`src/cdq_pkg.sv`:
```
`timescale 1ns / 1ps
// ---------------------------------------------------------------------------
// cdq_pkg
// Shared widths, command and status codes and the per-command result record
// of the circular deque.
// ---------------------------------------------------------------------------
package cdq_pkg;

	// fixed field widths
	localparam int CMD_W      = 3;
	localparam int DATA_IN_W  = 32;
	localparam int DATA_OUT_W = 32;
	localparam int STATUS_W   = 2;
	localparam int LEN_W      = 5;
	localparam int CAP_CFG_W  = 5;

	// defaults for the top-level parameters
	localparam int DEF_DEPTH      = 16;
	localparam int DEF_DATA_WIDTH = 32;
	localparam int CAP_RESET      = 16;

	// stream packing
	localparam int S_TDATA_W  = 32;
	localparam int M_TDATA_W  = 40;
	localparam int M_LEN_LSB  = DATA_OUT_W;
	localparam int M_EMPTY_B  = M_LEN_LSB + LEN_W;
	localparam int M_FULL_B   = M_EMPTY_B + 1;

	typedef enum logic [CMD_W-1:0] {
		CMD_PUSH_REAR  = 3'd0,
		CMD_POP_FRONT  = 3'd1,
		CMD_PUSH_FRONT = 3'd2,
		CMD_POP_REAR   = 3'd3,
		CMD_CLEAR      = 3'd4
	} cmd_t;

	typedef enum logic [STATUS_W-1:0] {
		ST_OK    = 2'd0,
		ST_FULL  = 2'd1,
		ST_EMPTY = 2'd2
	} status_t;

	// outcome of one command, handed from the control unit to the output side
	typedef struct packed {
		logic             pop_ok;
		status_t          status;
		logic [LEN_W-1:0] length;
		logic             is_empty;
		logic             is_full;
	} res_t;

endpackage

```
`src/cdq_mem.sv`:
```
`timescale 1ns / 1ps
// ---------------------------------------------------------------------------
// cdq_mem
// Slot store of the deque: one shared address, synchronous write and a
// registered read that holds its data until the next read.
// ---------------------------------------------------------------------------
module cdq_mem #(
	parameter int DEPTH      = 16,
	parameter int DATA_WIDTH = 32
) (
	input  logic                     clk,
	input  logic                     we,
	input  logic                     re,
	input  logic [$clog2(DEPTH)-1:0] addr,
	input  logic [DATA_WIDTH-1:0]    wdata,
	output logic [DATA_WIDTH-1:0]    rdata
);

	logic [DATA_WIDTH-1:0] mem_q [DEPTH];

	always_ff @(posedge clk) begin
		if (we) begin
			mem_q[addr] <= wdata;
		end
		if (re) begin
			rdata <= mem_q[addr];
		end
	end

endmodule

```
`src/cdq_ctrl.sv`:
```
`timescale 1ns / 1ps
// ---------------------------------------------------------------------------
// cdq_ctrl
// Ring pointers, fill count and capacity of the deque. Decodes each accepted
// command, steers the slot store and produces the command's result record.
// ---------------------------------------------------------------------------
module cdq_ctrl #(
	parameter int DEPTH = 16
) (
	input  logic                          clk,
	input  logic                          arst_n,
	input  logic                          cfg_wr_en,
	input  logic [cdq_pkg::CAP_CFG_W-1:0] cfg_wdata,
	input  logic                          cmd_valid,
	input  logic [cdq_pkg::CMD_W-1:0]     cmd,
	output cdq_pkg::res_t                 res,
	output logic                          mem_we,
	output logic                          mem_re,
	output logic [$clog2(DEPTH)-1:0]      mem_addr
);
	import cdq_pkg::*;

	localparam int IDX_W = $clog2(DEPTH);
	localparam int CAP_W = $clog2(DEPTH + 1);
	localparam int CAP_INIT = (CAP_RESET < DEPTH) ? CAP_RESET : DEPTH;

	logic [CAP_W-1:0] cap_q;
	logic [IDX_W-1:0] head_q, tail_q;
	logic [CAP_W-1:0] len_q;

	logic [IDX_W-1:0] head_nxt, tail_nxt;
	logic [CAP_W-1:0] len_nxt, cap_new;
	logic [IDX_W-1:0] head_inc, head_dec, tail_inc, tail_dec;
	logic [CAP_W:0]   head_p1, tail_p1;
	logic             is_full, is_empty, pop_ok;
	status_t          status;

	assign is_full  = (len_q == cap_q);
	assign is_empty = (len_q == '0);

	// pointer steps wrap against the capacity in use
	assign head_p1  = (CAP_W+1)'(head_q) + 1'b1;
	assign tail_p1  = (CAP_W+1)'(tail_q) + 1'b1;
	assign head_inc = (head_p1 >= (CAP_W+1)'(cap_q)) ? '0 : IDX_W'(head_p1);
	assign tail_inc = (tail_p1 >= (CAP_W+1)'(cap_q)) ? '0 : IDX_W'(tail_p1);
	assign head_dec = (head_q == '0) ? IDX_W'(cap_q - 1'b1) : head_q - 1'b1;
	assign tail_dec = (tail_q == '0) ? IDX_W'(cap_q - 1'b1) : tail_q - 1'b1;

	always_comb begin
		head_nxt = head_q;
		tail_nxt = tail_q;
		len_nxt  = len_q;
		status   = ST_OK;
		pop_ok   = 1'b0;
		mem_we   = 1'b0;
		mem_re   = 1'b0;
		mem_addr = head_q;
		unique case (cmd)
			CMD_PUSH_REAR, CMD_PUSH_FRONT: begin
				if (is_full) begin
					status = ST_FULL;
				end else if (is_empty) begin
					head_nxt = '0;
					tail_nxt = '0;
					len_nxt  = CAP_W'(1);
					mem_we   = cmd_valid;
					mem_addr = '0;
				end else if (cmd == CMD_PUSH_REAR) begin
					tail_nxt = tail_inc;
					len_nxt  = len_q + 1'b1;
					mem_we   = cmd_valid;
					mem_addr = tail_inc;
				end else begin
					head_nxt = head_dec;
					len_nxt  = len_q + 1'b1;
					mem_we   = cmd_valid;
					mem_addr = head_dec;
				end
			end
			CMD_POP_FRONT, CMD_POP_REAR: begin
				if (is_empty) begin
					status = ST_EMPTY;
				end else begin
					pop_ok   = 1'b1;
					mem_re   = cmd_valid;
					mem_addr = (cmd == CMD_POP_FRONT) ? head_q : tail_q;
					len_nxt  = len_q - 1'b1;
					if (len_q == CAP_W'(1)) begin
						head_nxt = '0;
						tail_nxt = '0;
					end else if (cmd == CMD_POP_FRONT) begin
						head_nxt = head_inc;
					end else begin
						tail_nxt = tail_dec;
					end
				end
			end
			CMD_CLEAR: begin
				head_nxt = '0;
				tail_nxt = '0;
				len_nxt  = '0;
			end
			default: begin
			end
		endcase
	end

	assign res.pop_ok   = pop_ok;
	assign res.status   = status;
	assign res.length   = LEN_W'(len_nxt);
	assign res.is_empty = (len_nxt == '0);
	assign res.is_full  = (len_nxt == cap_q);

	// zero reads as one, anything past the store as the full depth
	always_comb begin
		if (cfg_wdata == '0) begin
			cap_new = CAP_W'(1);
		end else if (32'(cfg_wdata) > 32'(DEPTH)) begin
			cap_new = CAP_W'(DEPTH);
		end else begin
			cap_new = CAP_W'(cfg_wdata);
		end
	end

	always_ff @(posedge clk or negedge arst_n) begin
		if (!arst_n) begin
			cap_q  <= CAP_W'(CAP_INIT);
			head_q <= '0;
			tail_q <= '0;
			len_q  <= '0;
		end else if (cfg_wr_en) begin
			cap_q  <= cap_new;
			head_q <= '0;
			tail_q <= '0;
			len_q  <= '0;
		end else if (cmd_valid) begin
			head_q <= head_nxt;
			tail_q <= tail_nxt;
			len_q  <= len_nxt;
		end
	end

endmodule

```
`src/circular_deque_core.sv`:
```
`timescale 1ns / 1ps
// ---------------------------------------------------------------------------
// circular_deque_core
// Double-ended queue in a ring of slots with a configurable capacity in use.
// ---------------------------------------------------------------------------
//  channel   dir  handshake          contents
//  s_*       in   s_tvalid/s_tready  tuser cmd, tdata data_in
//  m_*       out  m_tvalid/m_tready  tuser status, tdata result fields
//  cfg_*     in   cfg_wr_en          capacity
//
//  One command per cycle while the output is not stalled; a result is
//  registered in stage one with the slot store read, then in the output register.
//  Pointers and count update at acceptance, so a pop right after a push to
//  the same slot reads the new data with no interlock.
//  A stalled output holds the pending command in stage one and stops input.
//  Reset empties the queue and sets the capacity to sixteen, or to DEPTH
//  if that is smaller; slots are not cleared.
// ---------------------------------------------------------------------------
module circular_deque_core #(
	parameter int DEPTH      = cdq_pkg::DEF_DEPTH,
	parameter int DATA_WIDTH = cdq_pkg::DEF_DATA_WIDTH
) (
	input  logic                          clk,
	input  logic                          arst_n,
	input  logic                          cfg_wr_en,
	input  logic [cdq_pkg::CAP_CFG_W-1:0] cfg_wdata,
	input  logic                          s_tvalid,
	output logic                          s_tready,
	input  logic [cdq_pkg::S_TDATA_W-1:0] s_tdata,   // data_in
	input  logic [cdq_pkg::CMD_W-1:0]     s_tuser,   // cmd
	output logic                          m_tvalid,
	input  logic                          m_tready,
	// data_out, length, is_empty, is_full, zero pad
	output logic [cdq_pkg::M_TDATA_W-1:0] m_tdata,
	output logic [cdq_pkg::STATUS_W-1:0]  m_tuser    // status
);
	import cdq_pkg::*;

	localparam int IDX_W = $clog2(DEPTH);

	logic                  accept, adv_s1, valid_s1;
	res_t                  res, res_s1;
	logic                  mem_we, mem_re;
	logic [IDX_W-1:0]      mem_addr;
	logic [DATA_WIDTH-1:0] wdata, rdata;
	logic [63:0]           din_ext, rdata_ext;
	logic [DATA_OUT_W-1:0] dout;

	assign adv_s1   = valid_s1 && (!m_tvalid || m_tready);
	assign s_tready = !valid_s1 || !m_tvalid || m_tready;
	assign accept   = s_tvalid && s_tready;

	assign din_ext   = {{(64-DATA_IN_W){1'b0}}, s_tdata};
	assign wdata     = din_ext[DATA_WIDTH-1:0];
	assign rdata_ext = {{(64-DATA_WIDTH){1'b0}}, rdata};
	assign dout      = res_s1.pop_ok ? rdata_ext[DATA_OUT_W-1:0] : '0;

	cdq_ctrl #(
		.DEPTH(DEPTH)
	) u_ctrl (
		.clk      (clk),
		.arst_n   (arst_n),
		.cfg_wr_en(cfg_wr_en),
		.cfg_wdata(cfg_wdata),
		.cmd_valid(accept),
		.cmd      (s_tuser),
		.res      (res),
		.mem_we   (mem_we),
		.mem_re   (mem_re),
		.mem_addr (mem_addr)
	);

	cdq_mem #(
		.DEPTH     (DEPTH),
		.DATA_WIDTH(DATA_WIDTH)
	) u_mem (
		.clk  (clk),
		.we   (mem_we),
		.re   (mem_re),
		.addr (mem_addr),
		.wdata(wdata),
		.rdata(rdata)
	);

	always_ff @(posedge clk or negedge arst_n) begin
		if (!arst_n) begin
			valid_s1 <= 1'b0;
		end else if (accept) begin
			valid_s1 <= 1'b1;
		end else if (adv_s1) begin
			valid_s1 <= 1'b0;
		end
	end

	always_ff @(posedge clk) begin
		if (accept) begin
			res_s1 <= res;
		end
	end

	always_ff @(posedge clk or negedge arst_n) begin
		if (!arst_n) begin
			m_tvalid <= 1'b0;
		end else if (adv_s1) begin
			m_tvalid <= 1'b1;
		end else if (m_tready) begin
			m_tvalid <= 1'b0;
		end
	end

	always_ff @(posedge clk) begin
		if (adv_s1) begin
			m_tdata <= {1'b0, res_s1.is_full, res_s1.is_empty, res_s1.length, dout};
			m_tuser <= res_s1.status;
		end
	end

	// a rejected push only happens on a full queue
	a_full_reject: assert property (@(posedge clk) disable iff (!arst_n)
		(m_tvalid && m_tuser == ST_FULL) |-> m_tdata[M_FULL_B])
		else $error("push rejected while queue not full");

	// a rejected pop only happens on an empty queue and returns no data
	a_empty_reject: assert property (@(posedge clk) disable iff (!arst_n)
		(m_tvalid && m_tuser == ST_EMPTY) |->
		(m_tdata[M_EMPTY_B] && m_tdata[DATA_OUT_W-1:0] == '0))
		else $error("pop rejected while queue not empty");

	// empty flag agrees with the reported length
	a_empty_len: assert property (@(posedge clk) disable iff (!arst_n)
		m_tvalid |-> (m_tdata[M_EMPTY_B] == (m_tdata[M_EMPTY_B-1:M_LEN_LSB] == '0)))
		else $error("empty flag and length disagree");

	// a result leaves stage one only into a free or draining output register
	a_s1_drain: assert property (@(posedge clk) disable iff (!arst_n)
		(valid_s1 && m_tvalid && !m_tready) |=> valid_s1)
		else $error("pending request lost under output stall");

endmodule
```
`config.mk`:
```
export PLATFORM = sky130hd
export DESIGN_NAME = circular_deque_core
export DESIGN_NICKNAME = d
export VERILOG_FILES = /design/src/cdq_pkg.sv /design/src/cdq_mem.sv /design/src/cdq_ctrl.sv /design/src/circular_deque_core.sv
export SDC_FILE = /design/constraint.sdc
export NUM_CORES = 1
export LEC_CHECK = 0
export BUFFER_PORTS_ARGS = -buffer_cell sky130_fd_sc_hd__buf_2
export CAP_MARGIN = 20
export CORE_MARGIN = 10
export CORE_UTILIZATION = 50
export DETAILED_ROUTE_END_ITERATION = 8
export PLACE_DENSITY = 0.67
export RECOVER_POWER = 25
export SYNTH_ARGS = -nofsm -noshare
export SYNTH_HDL_FRONTEND = slang
export SYNTH_SLANG_ARGS = --single-unit
```
`constraint.sdc`:
```
create_clock -name clk -period 8 [get_ports clk]
set_input_delay 0.8 -clock clk [delete_from_list [all_inputs] [get_ports clk]]
set_output_delay 0.8 -clock clk [all_outputs]
set_load 0.02 [all_outputs]
```
* Word level (Yosys, flattened, before mapping)
Memories as Yosys holds them, arrays and structs flattened. A register that Yosys moved wholly into a read port is not among the register bits.
Index checks and enable logic that the tools add are counted.
** Word-level totals
- Register bits after elaboration :: 71
- RAM bits :: 512
- Input port bits :: 45
- ROM bits :: 0
- Memories kept :: 1
- Output and inout bits :: 44
- Word-level logic and storage cells :: 109
- Bits in latches :: 0
** Operators by class
- $mul :: 0
- Divide/modulo/power cells :: 0
- Shifts and indexed selects :: 0
- Magnitude comparators :: 3
- Eq/ne operators :: 13
- Reduce and logical (&&, ||, !) cells :: 21
- Multiplexer cells :: 50
- Bitwise gates (word level) :: 0
- Add/sub/neg operators :: 7
** Memory list
- u_mem.mem_q :: depth 16, bits a word 32, read ports 1, clocked after memory_dff 1, wr ports 1, RTL line cdq_mem.sv:19 : logic [DATA_WIDTH-1:0] mem_q [DEPTH];
** Operators with widths (number)
- 4-bit two-way mux :: 25
- 5-bit two-way mux :: 7
- 4-bit one-hot mux with 3 select lines :: 2
- 5-bit zero test :: 3
- 5-bit one-hot mux with 3 select lines :: 1
- 1-bit two-way mux :: 12
- 6-bit AND reduction :: 2
- 4-bit by 1-bit subtractor with 4-bit output (second input constant) :: 3
- 4-bit by 1-bit adder with 5-bit output (second input constant) :: 2
- 5-bit == test :: 2
- 5-bit >= comparator :: 2
- 4-bit zero test :: 2
- 4-bit by 2-bit != test with 1-bit output (second input constant) :: 2
- 4-bit one-hot mux with 2 select lines :: 1
- 3-bit by 2-bit == test with 1-bit output (second input constant) :: 2
- 3-bit != test (second input constant) :: 2
- 2-bit nonzero test :: 3
- 5-bit by 1-bit adder with 5-bit output (second input constant) :: 1
- 5-bit by 1-bit == test with 1-bit output (second input constant) :: 1
- 5-bit greater-than comparator (second input constant) :: 1
- 5-bit by 1-bit subtractor with 5-bit output (second input constant) :: 1
- 4-bit by 3-bit != test with 1-bit output (second input constant) :: 1
- 4-bit != test (second input constant) :: 1
- 2-bit one-hot mux with 2 select lines :: 1
- other kinds (9) :: 14

* Logic depth before layout (Yosys ltp)
Gate-level depths: netlist of run 1.
- Depth in word-level cells :: 9
- Mapped depth :: 16
- Gate-level depth less buffers :: 12

* Hierarchy
From an unflattened synthesis of run 1, not the netlist that was laid out.
** Unflattened totals
- Cell total of the unflattened synthesis :: 1227
- Area total of the unflattened synthesis :: 24265.8 um^2
** Modules (own cells, without submodules)
- cdq_mem :: instances 1, cells an instance 840, area each 20183.1 um^2
- cdq_ctrl :: instances 1, cells an instance 291, area each 2183.3 um^2
- circular_deque_core :: instances 1, cells an instance 96, area each 1899.3 um^2

* Least setup slack after synthesis of run 1
Ideal clock, no wire load.
- Path kind :: register to register
- Start :: register u_ctrl.tail_q[0]
- End :: memory u_mem.mem_q[12][0] (enable)
- Setup time :: 0.502 ns
- Path slack :: 1.565 ns
- Buffers on the path :: 5
- Data required time :: 7.498 ns
- Data arrival time :: 5.933 ns
- Cell stages (with the launch flop) :: 15
- Cells stage by stage :: dfrtp_1 > clkbuf_1 > inv_1 > ha_1 > ha_1 > a31oi_1 > o21a_1 > a31oi_1 > o22ai_1 > o221a_2 > buf_2 > buf_2 > clkbuf_1 > buf_2 > nor4_1
** Between the ends
- Longest elaborated chain between the ends :: 7
- Elaborated cells between the ends (all ways) :: 9
- Those cells by class :: add/sub (1); order compare (1); mux (7)
** RTL lines
- start, declared :: RTL line cdq_ctrl.sv:28 : logic [IDX_W-1:0] head_q, tail_q;
- start signal, assigned :: RTL line cdq_ctrl.sv:138 : tail_q <= tail_nxt;
- 4-bit by 1-bit adder with 5-bit output :: RTL line cdq_ctrl.sv:43 : assign tail_p1 = (CAP_W+1)'(tail_q) + 1'b1;
- 5-bit >= comparator :: RTL line cdq_ctrl.sv:45 : assign tail_inc = (tail_p1 >= (CAP_W+1)'(cap_q)) ? '0 : IDX_W'(tail_p1);
- 4-bit two-way mux :: RTL line cdq_ctrl.sv:45
- 4-bit two-way mux :: RTL line cdq_ctrl.sv:68 : end else if (cmd == CMD_PUSH_REAR) begin
- 4-bit two-way mux :: RTL line cdq_ctrl.sv:62 : end else if (is_empty) begin
- 4-bit two-way mux :: RTL line cdq_ctrl.sv:60 : if (is_full) begin
- 4-bit one-hot mux with 2 select lines (*) :: RTL line cdq_ctrl.sv:58 : unique case (cmd)
- end, declared :: RTL line cdq_mem.sv:19
Every way passes the cells marked *; elsewhere a longest branch is shown, timed or not.

* Worst setup path in the final report of run 1
- Start :: register u_ctrl.tail_q[0]
- End :: register u_mem.rdata[18] (read register of u_mem.mem_q), data pin
** Between the ends
- Longest elaborated chain between the ends :: 7
- Elaborated cells between the ends (all ways) :: 9
- Those cells by class :: add/sub (1); order compare (1); mux (7)
** RTL lines
- 4-bit by 1-bit adder with 5-bit output :: RTL line cdq_ctrl.sv:43
- 5-bit >= comparator :: RTL line cdq_ctrl.sv:45
- 4-bit two-way mux :: RTL line cdq_ctrl.sv:45
- 4-bit two-way mux :: RTL line cdq_ctrl.sv:68
- 4-bit two-way mux :: RTL line cdq_ctrl.sv:62
- 4-bit two-way mux :: RTL line cdq_ctrl.sv:60
- 4-bit one-hot mux with 2 select lines (*) :: RTL line cdq_ctrl.sv:58
- end, declared :: RTL line cdq_mem.sv:16 : output logic [DATA_WIDTH-1:0] rdata
Marked as above.
A chain may end at the register's enable or synchronous reset.

==> flow_metrics.py, run 1 <==
metrics = {
    "run_status": {
        "status": "finished, final reports clean",
    },
    "final_layout": {
        "stdcell_count": 2509,
        "area_growth_pct": 13.0,
        "design_area_um2": 28200,
        "fin_util_pct": 57.4,
        "fillCellCount": 3802,
        "nNetsFinal": 1864,
        "layout-drive-gt1-share_pct": 14.4,
        "diodes": 0,
    },
    "synthesis": {
        "synth_top_area_share_pct": 71.6,
        "yosysTopAreaCell": "edfxtp_1",
        "synth_area_um2": 25000,
        "yosys_warnings": 0,
        "synth_cell_type_count": 64,
        "synth.avg_cell_area_um2": 14.6,
        "synthArstFlopShare_pct": 3.25,
        "yosysSeqAreaShare_pct": 73.6,
        "ys.flop_type": "edfxtp_1",
        "synth-edff-count": 595,
        "syn_nets": 1775,
        "synth-seq-cells": 615,
        "yosys-top-cells-area": "edfxtp_1 (72%), nand2_1 (5.2%), mux2i_1 (2.7%), a32oi_1 (2.2%), dfrtp_1 (1.9%)",
        "synthCells": 1711,
    },
    "cts": {
        "cts_setup_buffers": 0,
        "cts_sinks": 615,
        "clock_latency_ns": 0.60,
        "cts_resized": 0,
        "cts_tree": "done",
        "htreeDepth": 3,
        "ctsLongestPathBuffers": 3,
        "cts-root-buf": "clkbuf_16",
        "numCtsBuffers": 66,
        "clk_pin_slew_ns": 0.06,
        "hold_buffers": 0,
    },
    "global_routing": {
        "grt.met3_usage_pct": 3.53,
        "grt_busiest_layer": "met2",
        "grt_start_max_net_pins": 85,
        "grtUsageMet2_pct": 30.2,
        "grt_pass1_wl_um": 86700,
        "overflow": 0,
        "grtUsageMet1_pct": 25.6,
        "track_usage_pct": 18.8,
        "antenna_found_initial": 1,
        "grt_pass1_vias": 14500,
    },
    "critical_path": {
        "required_ns": 8.46,
        "timing.rr.start": "u_ctrl.tail_q[0]$_DFFE_PN0P_",
        "reg2regPathDepth": 14,
        "crit_type": "reg2reg",
        "cp_max_fo": 73,
        "r2r_end": "u_mem.rdata[18]$_DFFE_PP_",
        "endpoint_kind": "flop",
        "crit_end": "u_mem.rdata[18]$_DFFE_PP_",
        "rrSetupSlack_ns": 2.70,
        "arrival_ns": 5.77,
        "cp-start-kind": "flop",
        "startpoint": "u_ctrl.tail_q[0]$_DFFE_PN0P_",
    },
    "power_and_ir_drop": {
        "peakVddDrop_mv": 0.200,
        "clockPowerShare_pct": 38.0,
        "fin_total_pwr_w": 0.00760,
        "switching_share_pct": 25.4,
        "power.density_nw_per_um2": 270,
        "p_comb_share_pct": 13.9,
        "cell_internal_pwr_w": 0.00567,
        "leakage_nw": 9.98,
        "p_seq_share_pct": 48.0,
        "p_sw_w": 0.00193,
    },
    "placed_design": {
        "placed_cells": 2396,
        "dpl_cell_area_um2": 26200,
        "place.gp.congestion": 0.840,
        "dp_hpwl_um": 32000,
        "io_buffers": 87,
    },
    "die": {
        "die-area_um2": 59200,
        "start_util_pct": 50.8,
        "die_w_um": 243,
        "chipHeight_um": 243,
        "coreArea_um2": 49200,
        "row_count": 81,
        "ios": 89,
    },
    "detailed_routing": {
        "drc": 0,
        "dr.first_iter.drc_count": 1412,
        "ant_nets": 0,
        "totalWireLength_um": 56700,
        "via_per_inst": 5.88,
        "vias": 14800,
        "routedWlPerCell_um": 22.6,
        "dr.pass1.iters": 5,
    },
    "sta": {
        "slew_headroom_pct": 22.6,
        "finClkSkew_ns": 0.0280,
        "final_max_slew_viol_count": 0,
        "tightest_slew_ns": 1.16,
        "setup_viol_count_final": 0,
        "final_hold_viol_count": 0,
        "rsz0062_at_grt": "no",
        "setup-tns-final_ns": 0,
        "finalCritPeriodShare_pct": 66.3,
        "period_minus_slack_ns": 5.30,
        "fmax_mhz": 189,
    },
    "hold_path": {
        "worstHoldStart": "s_tvalid",
        "holdCritPathClass": "in2reg",
    },
    "flow_run": {
        "max_cap_viol_count": 0,
    },
}
==> logic make-up (layout without fill, tap and decap cells) <==
logic type                 count (synthesis)  in the layout  synth area share (%)
AOI/OAI and AO/OA                        272            272                  8.19
DFF                                      615            615                  73.6
muxes                                     98             98                  4.09
buffers and inverters                    138            272                  2.61
and+or+nand+nor                          553            553                  10.0
other                                      1              1                0.0150
adders and majority gates                 19             19                 0.953
xor gates and xnor gates                  15             15                 0.526
==> per-layer routing <==
layer | up-vias | part of all wire, %
li1 | 6679 | -
met1 | 7420 | 43
met2 | 571 | 48
met3 | 83 | 7.4
met4 | 2 | 1.8
met5 | - | 0.030
==> worst max-delay path, stage by stage (launching register included) <==
cell and delay [ns]:
dfrtp_1 0.54, ha_1 0.28, xor2_1 0.22, ha_1 0.28, a21o_1 0.18, a31oi_1 0.19, o21ai_0 0.12, a211oi_1 0.49
a21o_4 0.64, buf_4 0.63, buf_4 0.74, nand2_1 0.14, and3_1 0.21, o32ai_1 0.28, a221o_1 0.16
==> layout by cell type, fill, tap and decap left out, types with 4 or more instances in the layout <==
| master | Yosys | routed |
|---|---|---|
| mux2i_1 | 67 | 67 |
| clkbuf_16 | 0 | 67 |
| buf_2 | 38 | 62 |
| nand3_1 | 10 | 10 |
| a221o_1 | 33 | 33 |
| o22ai_1 | 4 | 4 |
| nor3_2 | 1 | 9 |
| clkinv_2 | 0 | 7 |
| nor4_2 | 0 | 8 |
| a211oi_1 | 7 | 7 |
| bufinv_16 | 0 | 4 |
| clkbuf_1 | 55 | 39 |
| ha_1 | 19 | 19 |
| nand2b_1 | 8 | 8 |
| o211ai_1 | 4 | 4 |
| o32ai_1 | 31 | 31 |
| a31oi_1 | 4 | 4 |
| buf_4 | 9 | 43 |
| edfxtp_1 | 595 | 595 |
| xnor2_1 | 6 | 6 |
| and2_1 | 34 | 33 |
| xor2_1 | 9 | 9 |
| and3_1 | 64 | 64 |
| a32oi_1 | 63 | 63 |
| nand2_1 | 349 | 349 |
| o21ai_0 | 21 | 21 |
| o221a_2 | 5 | 4 |
| inv_1 | 26 | 26 |
| nor3_1 | 24 | 16 |
| nor2b_1 | 6 | 6 |
| dfrtp_1 | 19 | 19 |
| clkinv_1 | 0 | 13 |
| mux2_2 | 30 | 30 |
| a21oi_1 | 78 | 78 |
| nor2_1 | 32 | 30 |
==> per-stage QoR <==
stage	setup slack, ns	hold slack, ns
2_1_floorplan	1.57	0.400
3_3_place_gp	2.63	0.404
3_5_place_dp	2.60	0.405
4_1_cts	2.69	0.148
5_1_grt	2.22	0.402
6_report	2.70	0.407
==> synth_stat cells, types with 10 or more instances <==
master / instances
edfxtp_1: 595
nand2_1: 349
a21oi_1: 78
mux2i_1: 67
and3_1: 64
a32oi_1: 63
clkbuf_1: 55
buf_2: 38
and2_1: 34
a221o_1: 33
nor2_1: 32
o32ai_1: 31
mux2_2: 30
inv_1: 26
nor3_1: 24
o21ai_0: 21
dfrtp_1: 19
ha_1: 19
nand3_1: 10
nor4_1: 10
==> power groups by stage <==
stage	Sequential, W	Clock (W)	Combinational [W]
floorplan	0.00373	0	0.000752
global placement	0.00372	0	0.00103
global route	0.00365	0.00308	0.00116
detailed placement	0.00372	0	0.00106
CTS	0.00365	0.00294	0.00106
finish	0.00365	0.00289	0.00106
==> layout make-up <==
class | count | area (um2) | area share (%)
Sequential cell | 615 | 18400 | 65.2
Multi-Input combinational cell | 958 | 6080 | 21.6
Clock buffer | 82 | 1740 | 6.18
Tap cell | 664 | 831 | 2.95
Timing Repair Buffer | 132 | 767 | 2.72
Clock inverter | 31 | 299 | 1.06
Inverter | 27 | 101 | 0.360
==> registers in the layout, indices dropped and copies added, names as in the netlist <==
| register | cells |
|---|---|
| u_mem.mem_q | 512 |
| m_tdata | 39 |
| u_mem.rdata | 32 |
| res_s1 | 10 |
| u_ctrl.cap_q | 5 |
| u_ctrl.len_q | 5 |
| u_ctrl.head_q | 4 |
| u_ctrl.tail_q | 4 |
| m_tuser | 2 |
| m_tvalid | 1 |
| valid_s1 | 1 |
==> worst min path at each step <==
stage | depth (start not counted) | slack, ns | end
2_1_floorplan | 0 | 0.40 | m_tdata[32]$_DFFE_PP_
3_3_place_gp | 0 | 0.40 | m_tdata[36]$_DFFE_PP_
3_5_place_dp | 0 | 0.40 | m_tuser[1]$_DFFE_PP_
4_1_cts | 1 | 0.15 | u_ctrl.len_q[2]$_DFFE_PN0P_
5_1_grt | 2 | 0.40 | valid_s1$_DFFE_PN0P_
6_report | 2 | 0.41 | valid_s1$_DFFE_PN0P_
No activity file was read; power rests on OpenSTA's default activity.
==> inputs of run 2 (changes only) <==
PLACE_DENSITY = 0.69   (was 0.67)
clock period = 4.5 ns   (was 8 ns; I/O delays follow)
==> run 2 against run 1 <==
Compared with the run above:
- sequential power grew 78%
- combinational power grew 85%
- worst setup slack lost 2.2 ns
- largest cell class unchanged
- highest routed layer is now met4
==> flow_metrics.py, run 2 (synthesis results as in run 1) <==
metrics = {
    "global_routing": {
        "track_usage_pct": 19.1,
        "grt_pass1_wl_um": 87700,
        "grt_pass1_vias": 14300,
        "overflow": 0,
        "grt_start_max_net_pins": 107,
        "antenna_found_initial": 4,
    },
    "sta": {
        "fmax_mhz": 252,
        "period_minus_slack_ns": 3.97,
        "finClkSkew_ns": 0.00988,
        "rsz0062_at_grt": "no",
        "setup_viol_count_final": 0,
        "finalCritPeriodShare_pct": 88.2,
        "final_max_slew_viol_count": 0,
        "fin_ws_ns": 0.530,
        "final_hold_viol_count": 0,
        "tightest_slew_ns": 0.969,
        "setup-tns-final_ns": 0,
        "slew_headroom_pct": 34.9,
        "whs_ns": 0.0363,
    },
    "die": {
        "row_count": 81,
        "die-area_um2": 59200,
        "start_util_pct": 50.8,
        "die_w_um": 243,
        "coreArea_um2": 49200,
        "chipHeight_um": 243,
        "ios": 89,
    },
    "detailed_routing": {
        "routedWlPerCell_um": 23.0,
        "dr.pass1.iters": 6,
        "wl_met2_um": 27400,
        "totalWireLength_um": 58100,
        "dr.max_layer_used": "met4",
        "drc": 0,
        "via_per_inst": 5.92,
        "vias": 15000,
        "dr.first_iter.drc_count": 1605,
        "ant_nets": 0,
        "wl_met1_um": 24400,
        "dr_wl_met3_um": 4880,
    },
    "final_layout": {
        "design_area_um2": 28300,
        "fillCellCount": 3787,
        "multiInputGateArea_um2": 6160,
        "layout-drive-gt1-share_pct": 15.4,
        "final_common_cell": "edfxtp_1",
        "largest_register_ffs": 512,
        "most-common-layout-cells": "edfxtp_1 (595), nand2_1 (349), a21oi_1 (78)",
        "top_register": "u_mem.mem_q",
        "largestRegisters": "u_mem.mem_q x512, m_tdata x39, u_mem.rdata x32",
        "area_growth_pct": 13.6,
        "regArea_um2": 18400,
        "nNetsFinal": 1881,
    },
    "placed_design": {
        "dp_hpwl_um": 32800,
        "io_buffers": 87,
        "dpl_cell_area_um2": 26500,
        "place.gp.congestion": 0.827,
        "dpl_worst_slack_ns": 0.562,
    },
    "power_and_ir_drop": {
        "leakage_nw": 10.1,
        "peakVddDrop_mv": 0.310,
        "power.density_nw_per_um2": 464,
    },
    "critical_path": {
        "required_ns": 4.99,
        "cp_max_fo": 106,
        "arrival_ns": 4.46,
        "cp-start-kind": "flop",
        "endpoint_kind": "flop",
        "crit_type": "reg2reg",
    },
    "cts": {
        "htreeDepth": 2,
        "cts_setup_buffers": 0,
        "clk_pin_slew_ns": 0.06,
        "numCtsBuffers": 58,
        "cts_sinks": 615,
        "cts-root-buf": "clkbuf_16",
        "ctsLongestPathBuffers": 3,
        "cts_tree": "done",
        "clock_latency_ns": 0.62,
    },
    "hold_path": {
        "holdCritPathClass": "in2reg",
    },
    "run_status": {
        "status": "finished, final reports clean",
    },
    "flow_run": {
        "max_cap_viol_count": 0,
    },
}
==> run 2: cell types whose count changed in the layout (fill, tap and decap cells not counted), sizes merged <==
cell,previous run,this run
buf,107,132
clkbuf,107,93
clkinv,23,33
inv,31,27
clkinvlp,0,3
diode,0,2
bufinv,4,3
dlygate4sd3,0,1
==> run 2: metrics by stage <==
step / power (W) / instances / util, %
final: 0.0131 / 2531 / 57.7
after CTS: 0.0132 / 2529 / 57.7
after global routing: 0.0136 / 2530 / 57.7
after global placement: 0.00851 / 2420 / 54.0
after detailed placement: 0.00855 / 2420 / 54.0
after floorplan: 0.00797 / 1711 / -
==> run 2: area by class of cell <==
type	instances	share of cell area (%)
Inverter	27	0.358
Tap cell	664	2.93
Sequential cell	615	64.8
Timing Repair Buffer	157	3.69
Clock buffer	69	5.49
Clock inverter	39	0.949
Antenna cell	2	0.0177
Multi-Input combinational cell	958	21.7
==> run 2: final timing paths <==
check,start,endpoint,slack [ns],cells past startpoint
worst min-delay path,s_tvalid,valid_s1$_DFFE_PN0P_,0.04,2
min in group asynchronous,arst_n,u_ctrl.head_q[3]$_DFFE_PN0P_,0.34,2
worst min register to register,res_s1[2]$_DFFE_PP_,m_tdata[32]$_DFFE_PP_,0.42,0
worst max-delay path,u_ctrl.tail_q[0]$_DFFE_PN0P_,u_mem.rdata[16]$_DFFE_PP_,0.53,13
max in group asynchronous,arst_n,u_ctrl.cap_q[4]$_DFFE_PN1P_,3.82,2
worst max register to register,u_ctrl.tail_q[0]$_DFFE_PN0P_,u_mem.rdata[16]$_DFFE_PP_,0.53,13
==> run 2: repair_timing <==
action / in CTS / in global routing
hold endpoints to repair: 19 / 0
gates resized for setup: 0 / 0
hold buffers: 1 / 0
==> run 2: report_power, final <==
part	leakage, nW	internal, W	switching (W)
clock	0.896	0.00263	0.00206
combinational	3.51	0.000725	0.00123
sequential	5.66	0.00643	0.0000572
==> run 2: critical path: stages, from the launching register on <==
cell      delay [ns]
dfrtp_1         0.52
ha_1            0.27
xor2_1          0.22
ha_1            0.29
a21o_1          0.18
a31oi_1         0.17
o21ai_0         0.11
a211oi_1        0.48
a21o_4          0.24
buf_12          0.34
nand2_1         0.09
and3_1          0.19
o32ai_1         0.43
a221o_1         0.17
==> run 2: layer usage <==
layer  vias to the layer above  track usage [%]
li1                       6723                -
met1                      7493             26.5
met2                       652             30.0
met3                       114             3.32
met4                         0             6.71
met5                         -                0
==> inputs of run 3 (changes only) <==
BUFFER_PORTS_ARGS = not set   (was -buffer_cell sky130_fd_sc_hd__buf_2)
DONT_BUFFER_PORTS = 1   (was not set)
PLACE_DENSITY = 0.68   (was 0.69)
==> run 3 against run 2 <==
Compared with the run above:
- count of clock-buffer cells in the layout grew 2
- register-to-register slack worse by 0.20 ns
- worst setup slack got worse by 0.20 ns
- maximum frequency fell by 4.7%
- worst hold slack improved by 0.018 ns
- final cell count fell by 2.0%
- sequential share of layout area is 0.16 points lower
- global-route usage is 0.068 points higher
- critical path depth unchanged
- final area up 0.24%
- die area is the same
- clock power up 4.7%
- critical path type unchanged
- critical endpoint is now u_mem.mem_q[2][17]$_DFFE_PP_
- largest power group unchanged
==> flow_metrics.py, run 3 (synthesis results as in run 1) <==
metrics = {
    "critical_path": {
        "timing.rr.start": "u_ctrl.len_q[0]$_DFFE_PN0P_",
        "endpoint_kind": "flop",
        "cpLargestDelayFamily": "simple AND/OR/NAND/NOR gates",
        "path_buf_inv": 4,
        "crit_type": "reg2reg",
        "slowest_stage": "nor3_2",
        "crit_chain": "inv_1 > ha_1 > nor4b_4 > inv_2 > nand2_1 > nor2_1 > a22o_1 > a22o_1 > nor3_2 > nand2_2 > buf_4 > nor3_2 > buf_4",
        "required_ns": 4.77,
        "path_depth": 13,
        "arrival_ns": 4.44,
        "r2r_end": "u_mem.mem_q[2][17]$_DFFE_PP_",
        "rrSetupSlack_ns": 0.34,
        "cpPeakStageDelay_ns": 0.75,
        "reg2regPathDepth": 13,
        "cp-start-kind": "flop",
        "cp_max_fo": 22,
        "crit_end": "u_mem.mem_q[2][17]$_DFFE_PP_",
        "startpoint": "u_ctrl.len_q[0]$_DFFE_PN0P_",
    },
    "placed_design": {
        "dp_hpwl_um": 33400,
        "io_buffers": 0,
        "dpl_cell_area_um2": 26100,
        "place.gp.congestion": 0.842,
        "dpl_worst_slack_ns": 0.428,
    },
    "final_layout": {
        "nNetsFinal": 1831,
        "most-common-layout-cells": "edfxtp_1 (595), nand2_1 (349), a21oi_1 (78)",
        "largestRegisters": "u_mem.mem_q x512, m_tdata x39, u_mem.rdata x32",
        "design_area_um2": 28400,
        "fillCellCount": 3754,
        "top_register": "u_mem.mem_q",
        "area_growth_pct": 13.8,
        "layout-drive-gt1-share_pct": 12.1,
        "final_common_cell": "edfxtp_1",
        "largest_register_ffs": 512,
    },
    "sta": {
        "tightest_slew_ns": 1.06,
        "fin_ws_ns": 0.335,
        "finClkSkew_ns": 0.0337,
        "fmax_mhz": 240,
        "slew_headroom_pct": 29.2,
        "finalCritPeriodShare_pct": 92.6,
        "final_max_slew_viol_count": 0,
        "rsz0062_at_grt": "no",
        "period_minus_slack_ns": 4.16,
        "setup_viol_count_final": 0,
        "final_hold_viol_count": 0,
    },
    "hold_path": {
        "holdCritPathClass": "in2reg",
        "worstHoldStart": "cfg_wdata[4]",
    },
    "global_routing": {
        "grt_start_max_net_pins": 145,
        "antenna_found_initial": 3,
        "grt_pass1_wl_um": 88200,
        "overflow": 0,
        "grt_pass1_vias": 14400,
        "track_usage_pct": 19.2,
    },
    "die": {
        "ios": 89,
        "coreArea_um2": 49200,
        "die_w_um": 243,
        "die-area_um2": 59200,
        "row_count": 81,
        "start_util_pct": 50.8,
        "chipHeight_um": 243,
    },
    "detailed_routing": {
        "wl_met1_um": 24700,
        "dr.first_iter.drc_count": 1375,
        "ant_nets": 0,
        "via_per_inst": 5.90,
        "vias": 14600,
        "routedWlPerCell_um": 23.4,
        "drc": 0,
        "wl_met2_um": 27600,
        "dr_wl_met3_um": 4140,
        "totalWireLength_um": 57900,
        "dr.max_layer_used": "met5",
        "dr.pass1.iters": 6,
    },
    "flow_run": {
        "max_cap_viol_count": 0,
    },
    "cts": {
        "cts-root-buf": "clkbuf_16",
        "cts_resized": 0,
        "hold_buffers": 41,
        "ctsLongestPathBuffers": 3,
        "cts_tree": "done",
        "cts_setup_buffers": 0,
        "clock_latency_ns": 0.65,
        "htreeDepth": 2,
        "cts_sinks": 615,
        "clk_pin_slew_ns": 0.06,
        "numCtsBuffers": 60,
    },
    "power_and_ir_drop": {
        "fin_total_pwr_w": 0.0134,
        "peakVddDrop_mv": 0.324,
        "power.density_nw_per_um2": 470,
        "leakage_nw": 9.98,
    },
    "run_status": {
        "status": "finished, final reports clean",
    },
}
-- run 3: worst min path at each step --
stage | endpoint | slack [ns] | cells after the start
floorplan | m_tvalid$_DFFE_PN0P_ | 0.15 | 0
global placement | u_ctrl.head_q[1]$_DFFE_PN0P_ | 0.16 | 0
detailed placement | u_ctrl.cap_q[1]$_DFFE_PN0P_ | 0.16 | 0
CTS | u_ctrl.cap_q[2]$_DFFE_PN0P_ | 0.02 | 3
global route | u_ctrl.cap_q[1]$_DFFE_PN0P_ | 0.07 | 1
finish | u_ctrl.cap_q[2]$_DFFE_PN0P_ | 0.05 | 3
-- run 3: layer usage --
| metal | vias up | GRT usage, % |
|---|---|---|
| met3 | 104 | 3.32 |
| met4 | 2 | 6.25 |
| met1 | 7364 | 26.4 |
| met5 | - | 0 |
| met2 | 555 | 30.5 |
| li1 | 6618 | - |
-- run 3: cell type report --
class | instances | area [um2] | area share, %
sequential | 615 | 18400 | 64.7
timing repair buffer | 105 | 1000 | 3.52
antenna | 1 | 2.50 | 0.00881
tap | 664 | 831 | 2.92
clock buffer | 71 | 1560 | 5.51
clock inverter | 40 | 372 | 1.31
inverter | 27 | 101 | 0.357
multi-input combinational | 958 | 6170 | 21.7
-- run 3: report_power, final --
part | switching (W) | total (W) | internal (W)
clock network | 0.00210 | 0.00491 | 0.00282
registers | 0.000103 | 0.00654 | 0.00643
logic | 0.00119 | 0.00190 | 0.000710
total | 0.00339 | 0.0134 | 0.00996
-- run 3: per-stage QoR --
stage	utilization, %	setup TNS, ns	instances	hold slack [ns]
floorplan	-	-351.88	1711	0.154
global placement	53.0	0	2327	0.156
detailed placement	53.0	0	2327	0.156
CTS	57.8	0	2479	0.0243
global route	57.8	0	2481	0.0660
finish	57.8	0	2481	0.0543
-- run 3: worst register-to-register path: cells and delay by family, from the launching register on --
family	cells	cell delay [ns]
AOI/OAI and AO/OA	2	0.40
adders and majority gates	1	0.23
buffers and inverters	4	0.95
DFF	1	0.49
and+or+nand+nor	6	1.72
